$ cat src/cpu_load_moving_average_defines.svh
// Assertion macros shared by the CPU load moving average RTL.
// Every macro samples on clock and is disabled while reset is high.
`ifndef CPU_LOAD_MOVING_AVERAGE_DEFINES_SVH
`define CPU_LOAD_MOVING_AVERAGE_DEFINES_SVH

// The property must hold at every clock edge outside reset.
`define CLMA_ASSERT(label, prop, msg) \
   label: assert property (@(posedge clock) disable iff (reset) prop) \
      else $error(msg);

// The consequence must hold in the cycle after the cause, outside reset.
`define CLMA_ASSERT_NEXT(label, cause, conseq, msg) \
   label: assert property (@(posedge clock) disable iff (reset) (cause) |=> (conseq)) \
      else $error(msg);

`endif

$ cat src/clma_pkg.sv
// Shared widths, constants and types of the CPU load moving average block.
// No dependencies; every other file of the block but the assertion macro header imports this package.
`default_nettype none

package clma_pkg;

   localparam int DELTA_W = 64;          // counter and delta width
   localparam int DEN_W   = DELTA_W + 1; // kernel plus user delta
   localparam int UNIT_W  = DEN_W + 4;   // remainder times ten fits here
   localparam int LOAD_W  = 14;

   localparam logic [LOAD_W-1:0] LOAD_FULL_SCALE = LOAD_W'(10000);

   localparam int RADIX   = 10;
   localparam int DIGIT_W = 4;
   localparam int DIGITS  = 4;
   localparam int DCNT_W  = $clog2(DIGITS);

   localparam int DEFAULT_SHORT_WINDOW = 5;
   localparam int DEFAULT_MID_WINDOW   = 10;
   localparam int DEFAULT_LONG_WINDOW  = 15;

   typedef enum logic {
      ALU_ADD,
      ALU_SUB
   } alu_op_type;

endpackage

`default_nettype wire

$ cat src/clma_req_if.sv
// Input channel of the CPU load moving average block: one counter sample per item.
// Depends on clma_pkg for the counter width.
`default_nettype none

interface clma_req_if import clma_pkg::*; ();
   logic               valid;
   logic               ready;
   logic [DELTA_W-1:0] idle_time;
   logic [DELTA_W-1:0] kernel_time;
   logic [DELTA_W-1:0] user_time;

   modport source (output valid, output idle_time, output kernel_time, output user_time,
                   input ready);
   modport sink (input valid, input idle_time, input kernel_time, input user_time,
                 output ready);
endinterface

`default_nettype wire

$ cat src/clma_rsp_if.sv
// Result channel of the CPU load moving average block: current load and three means.
// Depends on clma_pkg for the load width.
`default_nettype none

interface clma_rsp_if import clma_pkg::*; ();
   logic              valid;
   logic              ready;
   logic [LOAD_W-1:0] load_now;
   logic              load_now_valid;
   logic [LOAD_W-1:0] mean_short;
   logic              mean_short_valid;
   logic [LOAD_W-1:0] mean_mid;
   logic              mean_mid_valid;
   logic [LOAD_W-1:0] mean_long;
   logic              mean_long_valid;

   modport source (output valid, output load_now, output load_now_valid,
                   output mean_short, output mean_short_valid,
                   output mean_mid, output mean_mid_valid,
                   output mean_long, output mean_long_valid,
                   input ready);
   modport sink (input valid, input load_now, input load_now_valid,
                 input mean_short, input mean_short_valid,
                 input mean_mid, input mean_mid_valid,
                 input mean_long, input mean_long_valid,
                 output ready);
endinterface

`default_nettype wire

$ cat src/clma_ram.sv
// Generic single-port-write, single-port-read RAM with a registered read.
// Depends on clma_pkg only for its default sizes.
`default_nettype none

module clma_ram import clma_pkg::*; #(
   parameter int WIDTH = LOAD_W,
   parameter int DEPTH = DEFAULT_LONG_WINDOW
) (
   input  wire logic                                         clock,
   input  wire logic                                         wr_en,
   input  wire logic [(DEPTH > 1 ? $clog2(DEPTH) : 1)-1:0]  wr_addr,
   input  wire logic [WIDTH-1:0]                             wr_data,
   input  wire logic                                         rd_en,
   input  wire logic [(DEPTH > 1 ? $clog2(DEPTH) : 1)-1:0]  rd_addr,
   output      logic [WIDTH-1:0]                             rd_data
);

   logic [WIDTH-1:0] mem_ff [DEPTH];
   logic [WIDTH-1:0] rd_data_ff;

   always_ff @(posedge clock) begin
      if (wr_en) begin
         mem_ff[wr_addr] <= wr_data;
      end
      if (rd_en) begin
         rd_data_ff <= mem_ff[rd_addr];
      end
   end

   assign rd_data = rd_data_ff;

endmodule

`default_nettype wire

$ cat src/clma_addsub.sv
// Shared adder/subtractor used by the sequencer for deltas, sums and the divider.
// Depends on clma_pkg for the operand width and the operation type.
`default_nettype none

module clma_addsub import clma_pkg::*; (
   input  wire alu_op_type        op,
   input  wire logic [UNIT_W-1:0] opa,
   input  wire logic [UNIT_W-1:0] opb,
   output      logic [UNIT_W-1:0] result,
   output      logic              carry
);

   logic              is_sub;
   logic [UNIT_W-1:0] opb_eff;
   logic [UNIT_W:0]   full;

   assign is_sub  = (op == ALU_SUB);
   assign opb_eff = is_sub ? ~opb : opb;
   // For a subtraction the carry out is set exactly when opa >= opb.
   assign full    = {1'b0, opa} + {1'b0, opb_eff} + (UNIT_W + 1)'(is_sub);
   assign result  = full[UNIT_W-1:0];
   assign carry   = full[UNIT_W];

endmodule

`default_nettype wire

$ cat src/cpu_load_moving_average.sv
// CPU load moving average. Each item carries the cumulative idle, kernel (idle included)
// and user time counters; the first item after reset only primes the stored counters and
// returns an all-zero result. Later items give the load since the previous item,
// floor(10000 * (kernel + user - idle) / (kernel + user)) in hundredths of a percent (zero
// when the denominator is zero or the busy time is negative), plus the truncated means of
// the last SHORT_WINDOW, MID_WINDOW and LONG_WINDOW loads, each flagged valid once that
// many loads are stored. One item is processed at a time: a priming item goes from
// acceptance straight to the done state; a load item passes the delta steps, the decimal
// long division on the single shared 69-bit adder (four digits, each found by repeated
// subtraction) and the pass over the load ring, one entry read per cycle from its RAM,
// before the block is ready again. The result sits in an output register, so a waiting
// result does not hold up the next item until it completes. Depends on clma_pkg, the
// channel interfaces, clma_addsub and clma_ram.
`default_nettype none

`include "cpu_load_moving_average_defines.svh"

module cpu_load_moving_average import clma_pkg::*; #(
   parameter int SHORT_WINDOW = DEFAULT_SHORT_WINDOW,
   parameter int MID_WINDOW   = DEFAULT_MID_WINDOW,
   parameter int LONG_WINDOW  = DEFAULT_LONG_WINDOW
) (
   input wire logic    clock,
   input wire logic    reset,
   clma_req_if.sink    req_ch,
   clma_rsp_if.source  rsp_ch
);

   localparam int PTR_W   = $clog2(LONG_WINDOW);
   localparam int CNT_W   = $clog2(LONG_WINDOW + 1);
   localparam int SUM_W   = $clog2(LONG_WINDOW * 10000 + 1);
   localparam int RECIP_W = SUM_W + 1;
   localparam int PROD_W  = SUM_W + RECIP_W;

   // Means use a multiply by a rounded-up reciprocal; exact for every SUM_W-bit sum.
   localparam int SHIFT_SHORT = SUM_W + $clog2(SHORT_WINDOW);
   localparam int SHIFT_MID   = SUM_W + $clog2(MID_WINDOW);
   localparam int SHIFT_LONG  = SUM_W + $clog2(LONG_WINDOW);
   localparam logic [RECIP_W-1:0] RECIP_SHORT =
      RECIP_W'(((64'd1 << SHIFT_SHORT) + SHORT_WINDOW - 1) / SHORT_WINDOW);
   localparam logic [RECIP_W-1:0] RECIP_MID =
      RECIP_W'(((64'd1 << SHIFT_MID) + MID_WINDOW - 1) / MID_WINDOW);
   localparam logic [RECIP_W-1:0] RECIP_LONG =
      RECIP_W'(((64'd1 << SHIFT_LONG) + LONG_WINDOW - 1) / LONG_WINDOW);

   localparam bit SHORT_FITS = (SHORT_WINDOW <= LONG_WINDOW);
   localparam bit MID_FITS   = (MID_WINDOW <= LONG_WINDOW);

   typedef enum logic [3:0] {
      S_IDLE,
      S_DIDLE,
      S_DKERN,
      S_DUSER,
      S_DENOM,
      S_BUSY,
      S_MUL10,
      S_DIGIT,
      S_WRITE,
      S_SCAN,
      S_MEAN,
      S_DONE
   } state_type;

   typedef enum logic [1:0] {
      MSEL_SHORT,
      MSEL_MID,
      MSEL_LONG,
      MSEL_END
   } mean_sel_type;

   state_type          state_ff;
   logic               primed_ff;
   logic [PTR_W-1:0]   wr_ptr_ff;
   logic [CNT_W-1:0]   stored_cnt_ff;

   logic [DELTA_W-1:0] prior_idle_ff;
   logic [DELTA_W-1:0] prior_kern_ff;
   logic [DELTA_W-1:0] prior_user_ff;
   logic [DELTA_W-1:0] smp_idle_ff;     // sample, then delta
   logic [DELTA_W-1:0] smp_kern_ff;
   logic [DELTA_W-1:0] smp_user_ff;
   logic [DEN_W-1:0]   denom_ff;
   logic [UNIT_W-1:0]  rem_ff;
   logic [LOAD_W-1:0]  quot_ff;
   logic [DIGIT_W-1:0] digit_ff;
   logic [DCNT_W-1:0]  dcnt_ff;
   logic [LOAD_W-1:0]  load_ff;
   logic               load_vld_ff;

   logic [PTR_W-1:0]   rd_ptr_ff;
   logic [CNT_W-1:0]   scan_cnt_ff;
   logic [SUM_W-1:0]   sum_ff;
   logic [SUM_W-1:0]   sum_short_ff;
   logic [SUM_W-1:0]   sum_mid_ff;
   logic [SUM_W-1:0]   sum_long_ff;
   mean_sel_type       mean_idx_ff;
   logic [PROD_W-1:0]  prod_ff;
   logic [LOAD_W-1:0]  mean_short_ff;
   logic [LOAD_W-1:0]  mean_mid_ff;
   logic [LOAD_W-1:0]  mean_long_ff;

   logic               rsp_valid_ff;
   logic [LOAD_W-1:0]  rsp_load_ff;
   logic               rsp_load_vld_ff;
   logic [LOAD_W-1:0]  rsp_short_ff;
   logic               rsp_short_vld_ff;
   logic [LOAD_W-1:0]  rsp_mid_ff;
   logic               rsp_mid_vld_ff;
   logic [LOAD_W-1:0]  rsp_long_ff;
   logic               rsp_long_vld_ff;

   alu_op_type         alu_op;
   logic [UNIT_W-1:0]  alu_a;
   logic [UNIT_W-1:0]  alu_b;
   logic [UNIT_W-1:0]  alu_sum;
   logic               alu_carry;

   logic [LOAD_W-1:0]  quot_in;
   logic [SUM_W-1:0]   sum_in;
   logic               scan_take;
   logic               ram_rd_en;
   logic [LOAD_W-1:0]  ram_rd_data;
   logic [SUM_W-1:0]   mul_a;
   logic [RECIP_W-1:0] mul_b;
   logic [PROD_W-1:0]  mul_prod;
   logic               vld_short;
   logic               vld_mid;
   logic               vld_long;

   clma_addsub u_alu (
      .op     (alu_op),
      .opa    (alu_a),
      .opb    (alu_b),
      .result (alu_sum),
      .carry  (alu_carry)
   );

   clma_ram #(
      .WIDTH (LOAD_W),
      .DEPTH (LONG_WINDOW)
   ) u_ring (
      .clock   (clock),
      .wr_en   (state_ff == S_WRITE),
      .wr_addr (wr_ptr_ff),
      .wr_data (load_ff),
      .rd_en   (ram_rd_en),
      .rd_addr (rd_ptr_ff),
      .rd_data (ram_rd_data)
   );

   // Operand selection for the shared adder.
   always_comb begin
      alu_op = ALU_SUB;
      alu_a  = '0;
      alu_b  = '0;
      unique case (state_ff)
         S_DIDLE: begin
            alu_a = UNIT_W'(smp_idle_ff);
            alu_b = UNIT_W'(prior_idle_ff);
         end
         S_DKERN: begin
            alu_a = UNIT_W'(smp_kern_ff);
            alu_b = UNIT_W'(prior_kern_ff);
         end
         S_DUSER: begin
            alu_a = UNIT_W'(smp_user_ff);
            alu_b = UNIT_W'(prior_user_ff);
         end
         S_DENOM: begin
            alu_op = ALU_ADD;
            alu_a  = UNIT_W'(smp_kern_ff);
            alu_b  = UNIT_W'(smp_user_ff);
         end
         S_BUSY: begin
            alu_a = UNIT_W'(denom_ff);
            alu_b = UNIT_W'(smp_idle_ff);
         end
         S_MUL10: begin
            alu_op = ALU_ADD;
            alu_a  = rem_ff << 3;
            alu_b  = rem_ff << 1;
         end
         S_DIGIT: begin
            alu_a = rem_ff;
            alu_b = UNIT_W'(denom_ff);
         end
         default: begin
         end
      endcase
   end

   assign quot_in = LOAD_W'((quot_ff << 3) + (quot_ff << 1) + LOAD_W'(digit_ff));

   // Ring pass: the entry read at count n-1 arrives at count n, newest first.
   assign ram_rd_en = (state_ff == S_SCAN) && (scan_cnt_ff < CNT_W'(LONG_WINDOW));
   assign scan_take = (scan_cnt_ff != '0) && (scan_cnt_ff <= stored_cnt_ff);
   assign sum_in    = scan_take ? sum_ff + SUM_W'(ram_rd_data) : sum_ff;

   always_comb begin
      mul_a = '0;
      mul_b = '0;
      unique case (mean_idx_ff)
         MSEL_SHORT: begin
            mul_a = sum_short_ff;
            mul_b = RECIP_SHORT;
         end
         MSEL_MID: begin
            mul_a = sum_mid_ff;
            mul_b = RECIP_MID;
         end
         MSEL_LONG: begin
            mul_a = sum_long_ff;
            mul_b = RECIP_LONG;
         end
         MSEL_END: begin
         end
      endcase
   end

   assign mul_prod = PROD_W'(mul_a) * PROD_W'(mul_b);

   assign vld_short = SHORT_FITS && (int'(stored_cnt_ff) >= SHORT_WINDOW);
   assign vld_mid   = MID_FITS && (int'(stored_cnt_ff) >= MID_WINDOW);
   assign vld_long  = (int'(stored_cnt_ff) >= LONG_WINDOW);

   always_ff @(posedge clock) begin
      if (reset) begin
         state_ff      <= S_IDLE;
         primed_ff     <= 1'b0;
         wr_ptr_ff     <= '0;
         stored_cnt_ff <= '0;
         rsp_valid_ff  <= 1'b0;
      end else begin
         // In the done state the output register is refilled below instead.
         if (rsp_ch.valid && rsp_ch.ready && (state_ff != S_DONE)) begin
            rsp_valid_ff <= 1'b0;
         end
         unique case (state_ff)
            S_IDLE: begin
               if (req_ch.valid) begin
                  smp_idle_ff <= req_ch.idle_time;
                  smp_kern_ff <= req_ch.kernel_time;
                  smp_user_ff <= req_ch.user_time;
                  load_ff     <= '0;
                  load_vld_ff <= 1'b0;
                  if (primed_ff) begin
                     state_ff <= S_DIDLE;
                  end else begin
                     prior_idle_ff <= req_ch.idle_time;
                     prior_kern_ff <= req_ch.kernel_time;
                     prior_user_ff <= req_ch.user_time;
                     primed_ff     <= 1'b1;
                     state_ff      <= S_DONE;
                  end
               end
            end
            S_DIDLE: begin
               prior_idle_ff <= smp_idle_ff;
               smp_idle_ff   <= alu_sum[DELTA_W-1:0];
               state_ff      <= S_DKERN;
            end
            S_DKERN: begin
               prior_kern_ff <= smp_kern_ff;
               smp_kern_ff   <= alu_sum[DELTA_W-1:0];
               state_ff      <= S_DUSER;
            end
            S_DUSER: begin
               prior_user_ff <= smp_user_ff;
               smp_user_ff   <= alu_sum[DELTA_W-1:0];
               state_ff      <= S_DENOM;
            end
            S_DENOM: begin
               denom_ff <= alu_sum[DEN_W-1:0];
               state_ff <= S_BUSY;
            end
            S_BUSY: begin
               load_vld_ff <= 1'b1;
               // The carry is clear when the idle delta exceeds kernel plus user.
               priority if ((denom_ff == '0) || !alu_carry) begin
                  load_ff  <= '0;
                  state_ff <= S_WRITE;
               end else if (smp_idle_ff == '0) begin
                  load_ff  <= LOAD_FULL_SCALE;
                  state_ff <= S_WRITE;
               end else begin
                  rem_ff   <= alu_sum;
                  quot_ff  <= '0;
                  dcnt_ff  <= '0;
                  state_ff <= S_MUL10;
               end
            end
            S_MUL10: begin
               rem_ff   <= alu_sum;
               digit_ff <= '0;
               state_ff <= S_DIGIT;
            end
            S_DIGIT: begin
               if (alu_carry) begin
                  rem_ff   <= alu_sum;
                  digit_ff <= digit_ff + DIGIT_W'(1);
               end else begin
                  quot_ff <= quot_in;
                  if (dcnt_ff == DCNT_W'(DIGITS - 1)) begin
                     load_ff  <= quot_in;
                     state_ff <= S_WRITE;
                  end else begin
                     dcnt_ff  <= dcnt_ff + DCNT_W'(1);
                     state_ff <= S_MUL10;
                  end
               end
            end
            S_WRITE: begin
               wr_ptr_ff <= (wr_ptr_ff == PTR_W'(LONG_WINDOW - 1)) ? '0
                                                                   : wr_ptr_ff + PTR_W'(1);
               if (stored_cnt_ff < CNT_W'(LONG_WINDOW)) begin
                  stored_cnt_ff <= stored_cnt_ff + CNT_W'(1);
               end
               rd_ptr_ff   <= wr_ptr_ff;
               scan_cnt_ff <= '0;
               sum_ff      <= '0;
               state_ff    <= S_SCAN;
            end
            S_SCAN: begin
               sum_ff <= sum_in;
               if (int'(scan_cnt_ff) == SHORT_WINDOW) begin
                  sum_short_ff <= sum_in;
               end
               if (int'(scan_cnt_ff) == MID_WINDOW) begin
                  sum_mid_ff <= sum_in;
               end
               if (int'(scan_cnt_ff) == LONG_WINDOW) begin
                  sum_long_ff <= sum_in;
               end
               if (ram_rd_en) begin
                  rd_ptr_ff <= (rd_ptr_ff == '0) ? PTR_W'(LONG_WINDOW - 1)
                                                 : rd_ptr_ff - PTR_W'(1);
               end
               if (scan_cnt_ff == CNT_W'(LONG_WINDOW)) begin
                  mean_idx_ff <= MSEL_SHORT;
                  state_ff    <= S_MEAN;
               end else begin
                  scan_cnt_ff <= scan_cnt_ff + CNT_W'(1);
               end
            end
            S_MEAN: begin
               // The product of the previous window is scaled while the next one multiplies.
               prod_ff <= mul_prod;
               unique case (mean_idx_ff)
                  MSEL_SHORT: begin
                     mean_idx_ff <= MSEL_MID;
                  end
                  MSEL_MID: begin
                     mean_short_ff <= LOAD_W'(prod_ff >> SHIFT_SHORT);
                     mean_idx_ff   <= MSEL_LONG;
                  end
                  MSEL_LONG: begin
                     mean_mid_ff <= LOAD_W'(prod_ff >> SHIFT_MID);
                     mean_idx_ff <= MSEL_END;
                  end
                  MSEL_END: begin
                     mean_long_ff <= LOAD_W'(prod_ff >> SHIFT_LONG);
                     state_ff     <= S_DONE;
                  end
               endcase
            end
            S_DONE: begin
               if (!rsp_valid_ff || rsp_ch.ready) begin
                  rsp_valid_ff     <= 1'b1;
                  rsp_load_ff      <= load_ff;
                  rsp_load_vld_ff  <= load_vld_ff;
                  rsp_short_ff     <= vld_short ? mean_short_ff : '0;
                  rsp_short_vld_ff <= vld_short;
                  rsp_mid_ff       <= vld_mid ? mean_mid_ff : '0;
                  rsp_mid_vld_ff   <= vld_mid;
                  rsp_long_ff      <= vld_long ? mean_long_ff : '0;
                  rsp_long_vld_ff  <= vld_long;
                  state_ff         <= S_IDLE;
               end
            end
            default: begin
               state_ff <= S_IDLE;
            end
         endcase
      end
   end

   assign req_ch.ready            = (state_ff == S_IDLE);
   assign rsp_ch.valid            = rsp_valid_ff;
   assign rsp_ch.load_now         = rsp_load_ff;
   assign rsp_ch.load_now_valid   = rsp_load_vld_ff;
   assign rsp_ch.mean_short       = rsp_short_ff;
   assign rsp_ch.mean_short_valid = rsp_short_vld_ff;
   assign rsp_ch.mean_mid         = rsp_mid_ff;
   assign rsp_ch.mean_mid_valid   = rsp_mid_vld_ff;
   assign rsp_ch.mean_long        = rsp_long_ff;
   assign rsp_ch.mean_long_valid  = rsp_long_vld_ff;

   `CLMA_ASSERT(a_load_range,
                rsp_valid_ff |-> rsp_load_ff <= LOAD_FULL_SCALE,
                "load above full scale")
   `CLMA_ASSERT(a_stored_bound,
                stored_cnt_ff <= CNT_W'(LONG_WINDOW),
                "stored count past ring depth")
   `CLMA_ASSERT(a_digit_bound,
                state_ff == S_DIGIT |-> digit_ff < DIGIT_W'(RADIX),
                "quotient digit overflow")
   `CLMA_ASSERT(a_mean_needs_load,
                rsp_valid_ff && (rsp_short_vld_ff || rsp_mid_vld_ff || rsp_long_vld_ff)
                   |-> rsp_load_vld_ff,
                "valid mean without a load")
   `CLMA_ASSERT_NEXT(a_accept_busy,
                     req_ch.valid && req_ch.ready,
                     state_ff != S_IDLE,
                     "accepted item left the sequencer idle")

endmodule

`default_nettype wire
$ cat src/flat_wrapper.sv
// flat-port wrapper written by rule: the top's interface ports become plain ports
module cpu_load_moving_average_flat import clma_pkg::*;
#(
   parameter int SHORT_WINDOW = DEFAULT_SHORT_WINDOW,
   parameter int MID_WINDOW   = DEFAULT_MID_WINDOW,
   parameter int LONG_WINDOW  = DEFAULT_LONG_WINDOW
)
  (clock, reset, req_ch_valid, req_ch_idle_time, req_ch_kernel_time, req_ch_user_time, req_ch_ready, rsp_ch_valid, rsp_ch_load_now, rsp_ch_load_now_valid, rsp_ch_mean_short, rsp_ch_mean_short_valid, rsp_ch_mean_mid, rsp_ch_mean_mid_valid, rsp_ch_mean_long, rsp_ch_mean_long_valid, rsp_ch_ready);
  clma_req_if req_ch_i ();
  clma_rsp_if rsp_ch_i ();
  input wire logic clock;
  input wire logic reset;
  input wire logic [$bits(req_ch_i.valid)-1:0] req_ch_valid;
  input wire logic [$bits(req_ch_i.idle_time)-1:0] req_ch_idle_time;
  input wire logic [$bits(req_ch_i.kernel_time)-1:0] req_ch_kernel_time;
  input wire logic [$bits(req_ch_i.user_time)-1:0] req_ch_user_time;
  output wire logic [$bits(req_ch_i.ready)-1:0] req_ch_ready;
  output wire logic [$bits(rsp_ch_i.valid)-1:0] rsp_ch_valid;
  output wire logic [$bits(rsp_ch_i.load_now)-1:0] rsp_ch_load_now;
  output wire logic [$bits(rsp_ch_i.load_now_valid)-1:0] rsp_ch_load_now_valid;
  output wire logic [$bits(rsp_ch_i.mean_short)-1:0] rsp_ch_mean_short;
  output wire logic [$bits(rsp_ch_i.mean_short_valid)-1:0] rsp_ch_mean_short_valid;
  output wire logic [$bits(rsp_ch_i.mean_mid)-1:0] rsp_ch_mean_mid;
  output wire logic [$bits(rsp_ch_i.mean_mid_valid)-1:0] rsp_ch_mean_mid_valid;
  output wire logic [$bits(rsp_ch_i.mean_long)-1:0] rsp_ch_mean_long;
  output wire logic [$bits(rsp_ch_i.mean_long_valid)-1:0] rsp_ch_mean_long_valid;
  input wire logic [$bits(rsp_ch_i.ready)-1:0] rsp_ch_ready;
  assign req_ch_i.valid = req_ch_valid;
  assign req_ch_i.idle_time = req_ch_idle_time;
  assign req_ch_i.kernel_time = req_ch_kernel_time;
  assign req_ch_i.user_time = req_ch_user_time;
  assign req_ch_ready = req_ch_i.ready;
  assign rsp_ch_valid = rsp_ch_i.valid;
  assign rsp_ch_load_now = rsp_ch_i.load_now;
  assign rsp_ch_load_now_valid = rsp_ch_i.load_now_valid;
  assign rsp_ch_mean_short = rsp_ch_i.mean_short;
  assign rsp_ch_mean_short_valid = rsp_ch_i.mean_short_valid;
  assign rsp_ch_mean_mid = rsp_ch_i.mean_mid;
  assign rsp_ch_mean_mid_valid = rsp_ch_i.mean_mid_valid;
  assign rsp_ch_mean_long = rsp_ch_i.mean_long;
  assign rsp_ch_mean_long_valid = rsp_ch_i.mean_long_valid;
  assign rsp_ch_i.ready = rsp_ch_ready;
  cpu_load_moving_average #(.SHORT_WINDOW(SHORT_WINDOW), .MID_WINDOW(MID_WINDOW), .LONG_WINDOW(LONG_WINDOW)) u_core (.clock(clock), .reset(reset), .req_ch(req_ch_i), .rsp_ch(rsp_ch_i));
endmodule
$ cat config.mk
export PLATFORM = sky130hd
export DESIGN_NAME = cpu_load_moving_average_flat
export DESIGN_NICKNAME = d
export VERILOG_FILES = /design/src/clma_pkg.sv /design/src/clma_req_if.sv /design/src/clma_rsp_if.sv /design/src/clma_ram.sv /design/src/clma_addsub.sv /design/src/cpu_load_moving_average.sv /design/src/flat_wrapper.sv
export VERILOG_INCLUDE_DIRS = /design/src /design/src/src
export SDC_FILE = /design/constraint.sdc
export NUM_CORES = 2
export LEC_CHECK = 0
export ABC_CLOCK_PERIOD_IN_PS = 35500
export CORE_MARGIN = 4
export CORE_UTILIZATION = 45
export CTS_CLUSTER_SIZE = 28
export DETAILED_ROUTE_END_ITERATION = 12
export DONT_BUFFER_PORTS = 1
export GPL_ROUTABILITY_DRIVEN = 0
export PLACE_DENSITY = 0.64
export SLEW_MARGIN = 20
export SYNTH_ARGS = -nofsm -noshare
export SYNTH_HDL_FRONTEND = slang
export SYNTH_SLANG_ARGS = --single-unit
$ cat constraint.sdc
create_clock -name clock -period 35.5 [get_ports clock]
set_input_delay 7.1 -clock clock [delete_from_list [all_inputs] [get_ports clock]]
set_output_delay 7.1 -clock clock [all_outputs]
set_load 0.01 [all_outputs]
---- Word-level counts from Yosys, hierarchy flattened ----
Memory sizes are Yosys's and may differ from the RTL's. A register that Yosys moved wholly into a read port is not among the register bits.
Index checks and enable logic that the tools add are counted.
storage, ports and cells
  flip-flop bits (word level) ............. 786
  RAM bits ................................ 210
  input port bits ......................... 196
  output and inout port bits .............. 62
  word-level logic and storage cells ...... 219
  memories kept ........................... 1
cells by class
  $add $sub $neg .......................... 11
  $mul .................................... 1
  order comparisons ....................... 6
  equality and inequality tests ........... 36
  multiplexer cells ....................... 70
  bitwise logic cells ..................... 2
  reduce and logical (&&, ||, !) cells .... 55
memory list
  name                  words  width  read ports  clocked after memory_dff  wr ports  line            text
  u_core.u_ring.mem_ff  15     14     1           1                         1         clma_ram.sv:18  logic [WIDTH-1:0] mem_ff [DEPTH];
operators with widths
  operator                               count
  case mux 64 bit (2 select lines)       6
  2-to-1 mux 64 bit                      9
  case mux 69 bit (7 select lines)       1
  case mux 69 bit (6 select lines)       1
  2-to-1 mux 69 bit                      4
  case mux 69 bit (3 select lines)       1
  adder 69 x 69 -> 70 bit                1
  adder 70 x 1 -> 70 bit                 1
  2-to-1 mux 14 bit                      5
  NOT 69 bit                             1
  zero test 65 bit                       1
  zero test 64 bit                       1
  2-to-1 mux 4 bit                       14
  case mux 18 bit (3 select lines)       1
  case mux 4 bit (12 select lines)       1
  case mux 14 bit (3 select lines)       1
  AND reduction 3 bit                    14
  2-to-1 mux 13 bit                      3
  case mux 19 bit (2 select lines)       1
  multiplier 18 x 19 -> 36 bit           1
  case mux 18 bit (2 select lines)       1
  == test 4 bit (second input constant)  8
  case mux 13 bit (2 select lines)       1
  case mux 4 bit (2 select lines)        3
  39 further kinds                       100

---- Depth between registers and ports, before layout ----
  word-level depth ........................ 10
  mapped depth ............................ 29
  mapped depth without buffers ............ 27

---- Cells and area by module ----
Synthesis repeated with hierarchy kept, for this count alone.
unflattened totals
  cells, all modules ...................... 4,608
  area, all modules ....................... 52,875.7 um2
modules (own cells, without submodules)
  module                   instances  cells an instance  area each (um2)  sequential area each (um2)
  cpu_load_moving_average  1          3,493              39,342.7         22,831.9
  clma_ram                 1          409                8,593.2          6,726.5
  clma_addsub              1          706                4,939.7          0.0

---- Worst setup path before layout ----
OpenSTA, ideal clock, no wires.
  kind .................................... input to register
  start point ............................. in reset
  end point ............................... reg u_core.prior_idle_ff[0], enable pin
  library setup time ...................... 0.584 ns
  arrival ................................. 18.945 ns
  required time ........................... 34.916 ns
  path slack .............................. 15.971 ns
  stages .................................. 3
  buffers on the path ..................... 1
  cells stage by stage .................... clkbuf_1 -> nor4b_1 -> a21boi_0
on the way
  word-level cells in the longest chain between the ends .. 2
ends and longest elaborated chain
  element                        line                            text
  from (decl)                    flat_wrapper.sv:12              input wire logic reset;
  NOT 1 bit (no line)            --
  AND reduction 4 bit (no line)  --
  to (signal assigned)           cpu_load_moving_average.sv:249  prior_idle_ff <= req_ch.idle_time;
  to (signal assigned)           cpu_load_moving_average.sv:258  prior_idle_ff <= smp_idle_ff;
  to (decl)                      cpu_load_moving_average.sv:76   logic [DELTA_W-1:0] prior_idle_ff;
No other way between the ends.
A chain may end at the register's enable or synchronous reset.

---- Final worst setup path ----
  start point ............................. reg u_core.state_ff[2]
  end point ............................... out req_ch_ready
on the way
  word-level cells in the longest chain between the ends .. 1
ends and longest elaborated chain
  element                 line                            text
  from (decl)             cpu_load_moving_average.sv:71   state_type state_ff;
  from (signal assigned)  cpu_load_moving_average.sv:228  state_ff <= S_IDLE;
  from (signal assigned)  cpu_load_moving_average.sv:247  state_ff <= S_DIDLE;
  from (signal assigned)  cpu_load_moving_average.sv:253  state_ff <= S_DONE;
  zero test 4 bit         cpu_load_moving_average.sv:387  assign req_ch.ready = (state_ff == S_IDLE);
  to (decl)               flat_wrapper.sv:17              output wire logic [$bits(req_ch_i.ready)-1:0] req_ch_ready;
No other way between the ends.

==> impl_metrics.env <==
export IMPL_run_status="finished, final reports clean"
export IMPL_power_ir_vdd_worst_mv=0.06589
export IMPL_leakage_power_summed_over_all_cells_nw=21.78
export IMPL_num_nets_final=4995
export IMPL_r2r_worst_path_cells=20
export IMPL_crit_path_start="u_core.state_ff[2]"
export IMPL_synth_top_cell_area_share_pct=55.82
export IMPL_crit_reg2reg_capture="u_core.rem_ff[6]"
export IMPL_std_cell_rows=124
export IMPL_timing_reg2reg_setup_slack_ps=27420
export IMPL_fin_crit_ps=9571
export IMPL_period_share_pct=26.96
export IMPL_sum_of_routed_wire_segments_on_met1_mm=59.58
export IMPL_holdBufCountCts=0
export IMPL_power_density_nw_per_um2=100.7
export IMPL_vias_per_cell=6.084
export IMPL_tightest_slew_ps=1255
export IMPL_first_pass_grt_wire_length_mm=226.5
export IMPL_worstHoldPathType="reg -> reg"
export IMPL_cp_max_fo=21
export IMPL_finalSetupTns_ps=0
export IMPL_maxCapViolations=0
export IMPL_met3WireLength_mm=14.55
export IMPL_cts_buffers=103
export IMPL_floorplan_initialDensity_pct=45.62
export IMPL_dr_max_layer_used="met5"
export IMPL_synth_enable_flop_cells=975
export IMPL_hold_viol=0
export IMPL_synth_seq_area_share_pct=56.35
export IMPL_setup_worst_path_start_class="flip-flop"
export IMPL_finish_utilization_pct=50.16
export IMPL_routed_wl_mm=150.7
export IMPL_io_buffer_count=0
export IMPL_antenna_found_initial=8
export IMPL_synth_cells=4524
export IMPL_fillers=10060
export IMPL_htree_num_levels=3
export IMPL_setup_violations=0
export IMPL_yosys_top_cells_area="sky130_fd_sc_hd__edfxtp_1 (56%), sky130_fd_sc_hd__nand2_1 (6.1%), sky130_fd_sc_hd__ha_1 (5.9%)"
export IMPL_core_area_um2=115000
export IMPL_dr_first_iter_drc_count=4973
export IMPL_amount_of_wire_on_met2_after_detailed_routing_mm=71.14
export IMPL_final_setup_skew_ps=90.70
export IMPL_drc=0
export IMPL_cts_repair_resize_count=0
export IMPL_setup_repair_after_global_routing_missed_its_margin="false"
export IMPL_worstSetupPathType="reg -> out"
export IMPL_post_synth_cell_area_avg_um2=11.59
export IMPL_yosysWarnings=0
export IMPL_cts_tree="yes"
export IMPL_critical_path_endpoint="req_ch_ready"
export IMPL_cts_root_buffer="sky130_fd_sc_hd__clkbuf_16"
export IMPL_top_level_ports=258
export IMPL_mappedNetlistNets=5070
export IMPL_grt_max_degree=79
export IMPL_clkSlewWorstSetupHoldPaths_ps=60
export IMPL_synth_async_reset_ratio_pct=0
export IMPL_ant_nets=0
export IMPL_achievable_frequency_ghz=0.1045
export IMPL_floorplan_die_area_um2=122100
export IMPL_grt_use_total_pct=24.26
export IMPL_synth_lib_cells_used_distinct=89
export IMPL_insertion_delay_ps=730
export IMPL_routed_wire_length_per_instance_um=24.92
export IMPL_area_growth_pct=9.947
export IMPL_crit_path_end_kind="output port"
export IMPL_fraction_of_final_layout_cells_sized_beyond_drive_strength_1_pct=7.787
export IMPL_postPlaceCellArea_um2=54150
export IMPL_detailedPlacementHpwl_mm=103.9
export IMPL_worstPathArrival_ps=2470
export IMPL_first_pass_iters=8
export IMPL_timing_max_slew_rel_slack_pct=15.55
export IMPL_postSynthRegisterBits=989
export IMPL_routed_via_count=36800
export IMPL_whs_path_depth=0
export IMPL_totalPowerFinal_w=0.005810
export IMPL_ctsLongestPathBuffers=3
export IMPL_ys_dominant_reg_cell="sky130_fd_sc_hd__edfxtp_1"
export IMPL_finalInstanceArea_um2=57670
export IMPL_setup_buffers_after_cts=0
export IMPL_yosys_area_top_type="sky130_fd_sc_hd__edfxtp_1"
export IMPL_dieHeight_um=349.4
export IMPL_syn_area_um2=52450
export IMPL_grt_total_ovfl=0
export IMPL_required_time_worst_endpoint_ps=28400
export IMPL_drv_slew=0
export IMPL_fp_dieW_um=349.4
export IMPL_numClockSinks=989
export IMPL_number_of_global_route_vias_before_repair=36320
export IMPL_critical_path_reg2reg_startpoint="u_core.state_ff[0]"
logic make-up after synthesis:
| family | Yosys count | synth area share, % |
|---|---|---|
| mux | 89 | 3.089 |
| simple gates | 1412 | 11.93 |
| fa+ha+maj | 350 | 9.823 |
| buf+inv | 552 | 3.972 |
| compound gates | 1013 | 12.84 |
| xor+xnor | 119 | 1.987 |
| flops | 989 | 56.35 |
worst min-delay path by stage:
stage | start | to | slack, ps
2_1_floorplan | u_core.prod_ff[21] | u_core.mean_short_ff[0] | 400
3_3_place_gp | u_core.prod_ff[21] | u_core.mean_short_ff[0] | 420
3_5_place_dp | u_core.prod_ff[21] | u_core.mean_short_ff[0] | 410
4_1_cts | u_core.prod_ff[21] | u_core.mean_short_ff[0] | 420
5_1_grt | u_core.prod_ff[21] | u_core.mean_short_ff[0] | 430
6_report | u_core.prod_ff[21] | u_core.mean_short_ff[0] | 420
cell usage after synthesis, drive strengths merged, types with 9 or more instances:
cell type,count
a21o,38
buf,42
a31oi,53
o21ai,301
mux4,57
or2,9
nand2b,15
a22oi,37
nor4,45
mux2i,19
edfxtp,975
ha,247
o21bai,25
mux2,13
nand3,38
nor3,61
a221oi,34
and3,13
nor2b,31
fa,103
xnor2,68
nor2,152
inv,314
a21oi,245
nand2,851
nand4,102
xor2,51
a22o,48
a222oi,130
o211ai,17
and2,70
dfxtp,14
a211oi,14
o21a,11
clkbuf,196
flip-flops by register name, indices dropped and copies added (netlist names), 13 cells and up:
register and flops:
u_core.smp_kern_ff 64, u_core.load_ff 14, u_core.rsp_ch.load_now 14, u_core.prior_idle_ff 64
u_core.rsp_ch.mean_short 14, u_core.u_ring.mem_ff 210, u_core.rsp_ch.mean_long 14, u_core.sum_ff 18
u_core.prod_ff 15, u_core.mean_mid_ff 14, u_core.quot_ff 13, u_core.prior_user_ff 64
u_core.u_ring.rd_data 14, u_core.sum_mid_ff 18, u_core.sum_short_ff 18, u_core.sum_long_ff 18
u_core.smp_user_ff 64, u_core.mean_long_ff 14, u_core.rem_ff 69, u_core.prior_kern_ff 64
u_core.mean_short_ff 14, u_core.denom_ff 65, u_core.smp_idle_ff 64, u_core.rsp_ch.mean_mid 14
area by class of cell:
class                      count  area (um2)  share of cell area [%]
tap                         1512        1892                   3.280
clock inverter                72       848.3                   1.471
clock buffer                 117        2661                   4.615
multi-input combinational   2983       21080                   36.56
inverter                     314        1179                   2.044
antenna                        4       10.01                 0.01736
sequential                   989       29560                   51.26
timing repair buffer          58       435.4                  0.7550
cell usage in the layout, fill, tap and decap left out, types with 40 or more instances in the layout:
| master | Yosys | layout |
|---|---|---|
| sky130_fd_sc_hd__edfxtp_1 | 975 | 975 |
| sky130_fd_sc_hd__inv_1 | 314 | 314 |
| sky130_fd_sc_hd__fa_1 | 103 | 103 |
| sky130_fd_sc_hd__o21ai_0 | 294 | 294 |
| sky130_fd_sc_hd__a22o_1 | 48 | 48 |
| sky130_fd_sc_hd__mux4_2 | 57 | 57 |
| sky130_fd_sc_hd__buf_4 | 1 | 58 |
| sky130_fd_sc_hd__nor4_1 | 44 | 40 |
| sky130_fd_sc_hd__nor3_1 | 61 | 53 |
| sky130_fd_sc_hd__nand2_1 | 850 | 847 |
| sky130_fd_sc_hd__ha_1 | 247 | 247 |
| sky130_fd_sc_hd__nand4_1 | 102 | 102 |
| sky130_fd_sc_hd__a21oi_1 | 244 | 242 |
| sky130_fd_sc_hd__nor2_1 | 152 | 140 |
| sky130_fd_sc_hd__a31oi_1 | 52 | 52 |
| sky130_fd_sc_hd__a222oi_1 | 130 | 130 |
| sky130_fd_sc_hd__and2_1 | 70 | 67 |
| sky130_fd_sc_hd__clkbuf_16 | 0 | 104 |
| sky130_fd_sc_hd__xnor2_1 | 68 | 68 |
| sky130_fd_sc_hd__xor2_1 | 51 | 51 |
worst max-delay path, cell delays in order (launching register included):
cell and delay (ps):
sky130_fd_sc_hd__dfxtp_1 560, sky130_fd_sc_hd__nor2_1 530, sky130_fd_sc_hd__nand2_1 140, sky130_fd_sc_hd__inv_1 550
power by group:
part | internal (W) | switching, W
combinational | 0.000867 | 0.00201
sequential | 0.00171 | 0.000110
clock | 0.000639 | 0.000475
per-stage QoR:
step / hold WS (ps) / cells / setup slack, ps
6_report: 424.9 / 6049 / 25930
5_1_grt: 432.0 / 6046 / 25700
4_1_cts: 420.1 / 6045 / 25930
3_5_place_dp: 405.7 / 5856 / 25630
3_3_place_gp: 423.3 / 5856 / 25590
2_1_floorplan: 400.3 / 4524 / 15970
per-layer routing:
layer	up-vias	track usage [%]
li1	16700	-
met1	18020	32.59
met2	1804	39.41
met3	284	4.914
met4	2	8.643
met5	-	0
(Power assumes the default switching activity.)
